**config.mk**
```make
export PLATFORM = sky130hd
export DESIGN_NAME = half_single_float_converter
export DESIGN_NICKNAME = d
export VERILOG_FILES = /design/src/rtl/core/hsfc_pkg.sv /design/src/rtl/core/hsfc_decode.sv /design/src/rtl/core/hsfc_pack.sv /design/src/rtl/core/half_single_float_converter.sv
export SDC_FILE = /design/constraint.sdc
export NUM_CORES = 1
export LEC_CHECK = 0
export ABC_AREA = 1
export ABC_CLOCK_PERIOD_IN_PS = 3200
export BUFFER_PORTS_ARGS = -buffer_cell sky130_fd_sc_hd__buf_2
export CORE_MARGIN = 2
export CORE_UTILIZATION = 55
export CTS_CLUSTER_DIAMETER = 60
export DETAILED_ROUTE_END_ITERATION = 12
export GPL_TIMING_DRIVEN = 0
export HOLD_SLACK_MARGIN = 0.02
export PLACE_DENSITY_LB_ADDON = 0.25
export SETUP_SLACK_MARGIN = 0.3
export SYNTH_ARGS = -nofsm -noshare
export SYNTH_HDL_FRONTEND = slang
export SYNTH_SLANG_ARGS = --single-unit
export TNS_END_PERCENT = 20
```
**constraint.sdc**
```tcl
create_clock -name clk -period 3.2 [get_ports clk]
set_input_delay 0.32 -clock clk [delete_from_list [all_inputs] [get_ports clk]]
set_output_delay 0.32 -clock clk [all_outputs]
set_load 0.02 [all_outputs]
```
**src/rtl/core/hsfc_pkg.sv**
```systemverilog
// ----------------------------------------------------------------------------
// hsfc_pkg
// Shared types and constants of the half/single float converter.
// ----------------------------------------------------------------------------
package hsfc_pkg;

  localparam logic CMD_WIDEN  = 1'b0;
  localparam logic CMD_NARROW = 1'b1;

  localparam logic [7:0] EXP_BIAS_DIFF = 8'd112;
  localparam logic [8:0] EXP_SAT      = 9'd143;
  localparam logic [8:0] EXP_NORM_MIN = 9'd112;
  localparam logic [8:0] EXP_SUB_MIN  = 9'd101;
  localparam logic [8:0] SUB_SHIFT    = 9'd125;
  localparam logic [31:0] RND_HALF    = 32'h0000_1000;
  localparam logic [23:0] SUB_OFFSET  = 24'h7F_F000;
  localparam logic [14:0] MAG_SAT     = 15'h7FFF;

  typedef enum logic [1:0] {
    CLS_ZERO,
    CLS_SUB,
    CLS_NORM,
    CLS_SAT
  } cls_t;

  // Stage 1 to stage 2: operand decoded for either direction.
  typedef struct packed {
    logic        cmd;
    logic        sign;
    cls_t        cls;
    logic [8:0]  exp;
    logic [22:0] man;
    logic [3:0]  lead;
  } dec_t;

endpackage

```
**src/rtl/core/hsfc_decode.sv**
```systemverilog
// ----------------------------------------------------------------------------
// hsfc_decode
// First stage: rounds single operands and classifies both directions.
// ----------------------------------------------------------------------------
module hsfc_decode (
  input  logic              cmd,
  input  logic [31:0]       operand,
  output hsfc_pkg::dec_t    dec
);

  logic [31:0] mag;
  logic [8:0]  e;
  logic [4:0]  he;
  logic [9:0]  hf;
  logic [3:0]  top;

  always_comb begin
    mag = {1'b0, operand[30:0]} + hsfc_pkg::RND_HALF;
    e   = mag[31:23];
    he  = operand[14:10];
    hf  = operand[9:0];
    top = 4'd0;
    for (int i = 0; i < 10; i++) begin
      if (hf[i]) begin
        top = 4'(i);
      end
    end
    dec      = '0;
    dec.cmd  = cmd;
    dec.lead = top;
    if (cmd == hsfc_pkg::CMD_NARROW) begin
      dec.sign = operand[31];
      dec.exp  = e;
      dec.man  = mag[22:0];
      if (e > hsfc_pkg::EXP_SAT) begin
        dec.cls = hsfc_pkg::CLS_SAT;
      end else if (e > hsfc_pkg::EXP_NORM_MIN) begin
        dec.cls = hsfc_pkg::CLS_NORM;
      end else if (e > hsfc_pkg::EXP_SUB_MIN) begin
        dec.cls = hsfc_pkg::CLS_SUB;
      end else begin
        dec.cls = hsfc_pkg::CLS_ZERO;
      end
    end else begin
      dec.sign = operand[15];
      dec.exp  = {4'd0, he};
      dec.man  = {hf, 13'd0};
      if (he != 5'd0) begin
        dec.cls = hsfc_pkg::CLS_NORM;
      end else if (hf != 10'd0) begin
        dec.cls = hsfc_pkg::CLS_SUB;
      end else begin
        dec.cls = hsfc_pkg::CLS_ZERO;
      end
    end
  end

endmodule

```
**src/rtl/core/hsfc_pack.sv**
```systemverilog
// ----------------------------------------------------------------------------
// hsfc_pack
// Second stage: shifts and packs the decoded value into the result word.
// ----------------------------------------------------------------------------
module hsfc_pack (
  input  hsfc_pkg::dec_t dec,
  output logic [31:0]    result
);

  logic [7:0]  wexp;
  logic [22:0] wman;
  logic [23:0] sub_val;
  logic [4:0]  sh;
  logic [14:0] nmag;
  logic [8:0]  ediff;

  always_comb begin
    wexp    = dec.exp[7:0] + hsfc_pkg::EXP_BIAS_DIFF;
    wman    = (dec.man << (5'd10 - {1'b0, dec.lead})) & 23'h7F_E000;
    sub_val = hsfc_pkg::SUB_OFFSET + {1'b0, dec.man};
    ediff   = hsfc_pkg::SUB_SHIFT - dec.exp;
    sh      = ediff[4:0];
    nmag    = 15'(((sub_val >> sh) + 24'd1) >> 1);
    result  = '0;
    if (dec.cmd == hsfc_pkg::CMD_WIDEN) begin
      case (dec.cls)
        hsfc_pkg::CLS_NORM: result = {dec.sign, wexp, dec.man};
        hsfc_pkg::CLS_SUB:  result = {dec.sign, 8'(dec.lead) + 8'd103, wman};
        default:            result = {dec.sign, 31'd0};
      endcase
    end else begin
      case (dec.cls)
        hsfc_pkg::CLS_SAT:  result = {16'd0, dec.sign, hsfc_pkg::MAG_SAT};
        hsfc_pkg::CLS_NORM: result = {16'd0, dec.sign,
                                      5'(dec.exp - hsfc_pkg::EXP_NORM_MIN),
                                      dec.man[22:13]};
        hsfc_pkg::CLS_SUB:  result = {16'd0, dec.sign, nmag};
        default:            result = {16'd0, dec.sign, 15'd0};
      endcase
    end
  end

endmodule

```
**src/rtl/core/half_single_float_converter.sv**
```systemverilog
// ----------------------------------------------------------------------------
// half_single_float_converter
// Converts half to single and single to half, one request per cycle while not stalled.
// ----------------------------------------------------------------------------
// A request passes the operand, decoded and result registers in that order.
// Throughput: one request per cycle through three register stages unless stalled.
// A stall holds each full stage whose later stages are all full; others move.
// Reset clears all stage valid bits; payload registers are not reset.
module half_single_float_converter (
  input  logic        clk,
  input  logic        rst,
  input  logic        in_valid,
  output logic        in_stall,
  input  logic        cmd,
  input  logic [31:0] operand,
  output logic        out_valid,
  input  logic        out_stall,
  output logic [31:0] result
);

  logic           v0, v1, v2;
  logic           cmd0;
  logic [31:0]    op0;
  hsfc_pkg::dec_t dec1, dec_next;
  logic [31:0]    res2, res_next;
  logic           adv0, adv1, adv2;

  assign adv2     = !v2 || !out_stall;
  assign adv1     = !v1 || adv2;
  assign adv0     = !v0 || adv1;
  assign in_stall = !adv0;
  assign out_valid = v2;
  assign result    = res2;

  hsfc_decode u_decode (.cmd(cmd0), .operand(op0), .dec(dec_next));
  hsfc_pack   u_pack   (.dec(dec1), .result(res_next));

  always_ff @(posedge clk) begin
    if (rst) begin
      v0 <= 1'b0;
      v1 <= 1'b0;
      v2 <= 1'b0;
    end else begin
      if (adv0) v0 <= in_valid;
      if (adv1) v1 <= v0;
      if (adv2) v2 <= v1;
    end
  end

  always_ff @(posedge clk) begin
    if (adv0) begin
      cmd0 <= cmd;
      op0  <= operand;
    end
    if (adv1) dec1 <= dec_next;
    if (adv2) res2 <= res_next;
  end

  a_hold: assert property (@(posedge clk) disable iff (rst)
    out_valid && out_stall |=> out_valid && $stable(result))
    else $error("result changed while stalled");
  a_narrow_hi: assert property (@(posedge clk) disable iff (rst)
    v1 && adv2 && dec1.cmd == hsfc_pkg::CMD_NARROW |=> res2[31:16] == 16'd0)
    else $error("narrow result has upper bits set");
  a_fill: assert property (@(posedge clk) disable iff (rst)
    v1 && !v2 |=> v2)
    else $error("stage two item lost");

endmodule

```
==> impl_summary.txt <==
----------------------------------------------------
[Status]
  Run status ... finished clean

[Synthesis]
  Number of different library cells in the post-synthesis netlist ... 47
  Post-synthesis sequential element count ... 107
  Seq/Total Area, Yosys ... approximately two fifths
  Most numerous cell in the Yosys netlist ... nand2_1
  Yosys warning count ... 0
  Cell accounting for the most synthesized area ... edfxtp_1
  Number of nets in the synthesized netlist ... 1,118
  Top flip-flop cell by instance count after synthesis ... edfxtp_1
  Most area-consuming cells after synthesis ... edfxtp_1 39%, nand2_1 14%, nand3_1 9.5%
  Count of flip-flops with a built-in enable after synthesis ... 104
  Average instance area after synthesis ... 7.40 µm²
  Most frequent cells after synthesis ... 299 x nand2_1, 150 x nand3_1, 104 x edfxtp_1
  Area fraction of the dominant cell type after synthesis ... approximately two fifths
  Gate count of the mapped netlist ... 1,069
  FFs w/ async S/R, synth ... 0%
  Area of the mapped netlist ... 0.00791 mm²

[STA]
  Min cycle time layout ... roughly 2.9 ns
  Max Clk Rate ... roughly 340 MHz
  Final-report max-slew violation count ... 0
  Final count of negative-setup-slack endpoints ... 0
  Worst Tran Pin Value ... between 0.8 and 0.9 ns
  Unrepaired setup endpoints after global routing ... true
  Slew Limit Headroom ... between 40% and 50%
  Total Neg Setup Slack ... 0 ns
  Final hold vios ... 0
  Post-route clock period utilization ... about nine tenths
  Clock skew after layout ... between 0.015 and 0.02 ns

[Power and ir drop]
  PwrDens ... 456 mW/mm²
  Maximum vdd ir drop ... between 0.4 and 0.5 mV
  Leakage ... roughly 4.3 nW

[GRT]
  Global-route wire length before repair ... 37,600 µm
  Largest net degree at the start of global routing ... 35
  Number of antenna violations at the first check in global routing ... 0
  Combined global-route utilization of all metal layers ... between 30% and 40%
  Vias in the first global route ... 7,141
  Total congestion overflow after global routing ... 0

[Placement]
  # placed instances ... 1,319
  Number of port buffers ... 70
  Estimated wirelength of the detail-placed design ... around 19,000 µm
  Cell area reported after detailed placement ... roughly 0.0085 mm²
  Final estimated routing congestion in global placement ... around 1

[Floorplanning]
  Die Ht ... 124 µm
  Starting Density ... 56.5%
  Core area ... roughly 0.014 mm²
  Die extent in x ... 124 µm
  IO Pins ... 71
  Total number of placement rows ... 43
  Total Die Area ... 0.0154 mm²

[Clock tree]
  Number of buffers added to fix hold violations after cts ... 0
  Clock transition at the registers of the reported paths ... roughly 0.080 ns
  Maximum root-to-sink buffer count ... 2
  CTS Root Cell ... clkbuf_16
  Worst skew pair latency ... 0.36 ns
  Level count of the clock H-tree ... 3
  TritonCTS buffer count ... 9
  CTS tree ... done
  CTS sink count ... 107

[Finish]
  Final standard cell count with taps included and fillers excluded ... between 1,000 and 1,500
  Fill cell instance count of the final layout ... 1,221
  Antenna Diode Count ... 0
  Final net count ... 1,241
  Area growth from synthesis to layout ... 20.9%
  Area of all placed cells without fillers ... between 0.009 and 0.01 mm²
  Share of layout cells above drive strength 1 ... 24.4%

[Detailed routing]
  Number of detailed-route iterations in the first pass ... 5
  DR WL/cell ... 18.2 µm
  Wire length after detailed routing ... 25,100 µm
  Via count ... roughly 8,000
  Number of DRC markers in iteration 0 ... 825
  Final antenna-violating net count ... 0
  Avg Vias per Cell ... 5.80
  Drc violations ... 0

[Setup path]
  Sort of element at the start of the critical path ... flop
  Depth of the most critical reg-to-reg path ... 19
  Startpoint of the most critical setup path ... dec1[18]$_DFFE_PP_
  Worst r2r dst ... result[14]$_DFFE_PP_
  Data required time of the worst path ... 3.32 ns
  Worst reg-to-reg setup slack ... between 0.2 and 0.3 ns
  Crit path DAT ... around 3.0 ns
  CP endpoint kind ... flop
  Reg2reg start ... dec1[18]$_DFFE_PP_
  End of the critical path ... result[14]$_DFFE_PP_
  Setup CP Type ... flop to flop
  Crit path max fanout ... 4

[Job]
  Max-cap check violation count ... 0

[Min path]
  Worst hold path class ... primary input to flop

----------------------------------------------------
==> worst min path at each step <==
| stage | from | endpoint | slack, ns | cells past startpoint |
|---|---|---|---|---|
| 2_1_floorplan | rst | out_valid$_SDFFE_PP0P_ | 0.39 | 1 |
| 3_3_place_gp | cmd0$_DFFE_PN_ | dec1[39]$_DFFE_PP_ | 0.44 | 0 |
| 3_5_place_dp | cmd0$_DFFE_PN_ | dec1[39]$_DFFE_PP_ | 0.44 | 0 |
| 4_1_cts | operand[28] | op0[28]$_DFFE_PN_ | 0.13 | 1 |
| 5_1_grt | operand[29] | op0[29]$_DFFE_PN_ | 0.12 | 1 |
| 6_report | operand[28] | op0[28]$_DFFE_PN_ | 0.13 | 1 |
==> area by class of cell <==
cell class | count | area [µm²] | share of cell area [%]
multi-input cells | 811 | 4480 | 46.9
repair buffers | 110 | 671 | 7.02
clock inverters | 6 | 53.8 | 0.563
clock buffers | 10 | 229 | 2.40
inverters | 107 | 412 | 4.31
plain buffers | 45 | 300 | 3.14
well taps | 180 | 225 | 2.36
flip-flops and latches | 107 | 3180 | 33.3
repair inverters | 1 | 5.00 | 0.0524
==> metrics by stage <==
step	hold WS, ns	total power [mW]	util [%]	setup WS, ns
2_1_floorplan	0.389	2.67	-	0.342
3_3_place_gp	0.438	3.06	60.8	-0.251
3_5_place_dp	0.438	3.06	60.8	-0.222
4_1_cts	0.126	4.19	65.2	0.274
5_1_grt	0.122	4.56	68.3	0.0792
6_report	0.129	4.36	68.3	0.294
==> cell families after synthesis <==
kind of cell,after synthesis,share of synthesized area (%)
AO/OA/AOI/OAI,175,12.2
XOR/XNOR,17,2.07
adder cells (fa/ha/maj),12,1.90
buffers and inverters,152,8.65
flip-flops,107,40.2
multiplexers,9,1.14
AND/OR/NAND/NOR,597,33.8
==> cells in the final DEF, fill, tap and decap left out, types with 10 or more instances in the layout <==
master    instances
inv_1            85
o21ai_0          97
nor2_1           67
nand2_1         282
buf_2            78
a21oi_1          32
o21ai_1          12
inv_2            19
edfxtp_1        104
clkbuf_1         18
buf_4            42
nor2_4           20
nand3_1         128
nand3_2          28
nor2_2           13
nand2_4          10
nand2_2          25
==> sequential cells by signal, indices dropped and copies added, names as in the netlist <==
signal and flops:
result 32, out_valid 1, v1 1, dec1 39, v0 1, op0 32
cmd0 1
==> layer usage <==
layer	vias to the layer above	global-route usage, %	wire length, µm
met3	90	5.36	2370
met5	-	0	0
met1	3598	41.9	9730
met4	0	12.8	1110
li1	3843	-	-
met2	455	56.1	11900
==> where the power goes <==
| group | internal [mW] | total [mW] | switching, mW |
|---|---|---|---|
| combinational | 0.521 | 1.54 | 1.02 |
| sequential | 1.66 | 1.74 | 0.0879 |
| clock | 0.544 | 1.07 | 0.529 |
==> repair_timing <==
item | in CTS | in global routing
cloned | 1 | 1
resized for setup | 32 | 81
endpoints found under the setup margin | 50 | 50
buffers inserted | 24 | 16
pin swaps | 13 | 34
==> critical path: stages (launching register included) <==
cell,delay (ns)
edfxtp_1,0.48
buf_6,0.17
nor2_4,0.12
nand2_2,0.09
nor2_4,0.16
nand3_2,0.10
nand3_1,0.16
nand3_1,0.09
nand3_1,0.09
nand3_1,0.07
nand2_1,0.14
nand2_1,0.15
nor2_1,0.18
nand2_1,0.11
nor2_4,0.13
nand3_1,0.09
nand3_1,0.16
nand2_1,0.07
nand2_1,0.06
nand2_1,0.04
(Power assumes the default switching activity.)
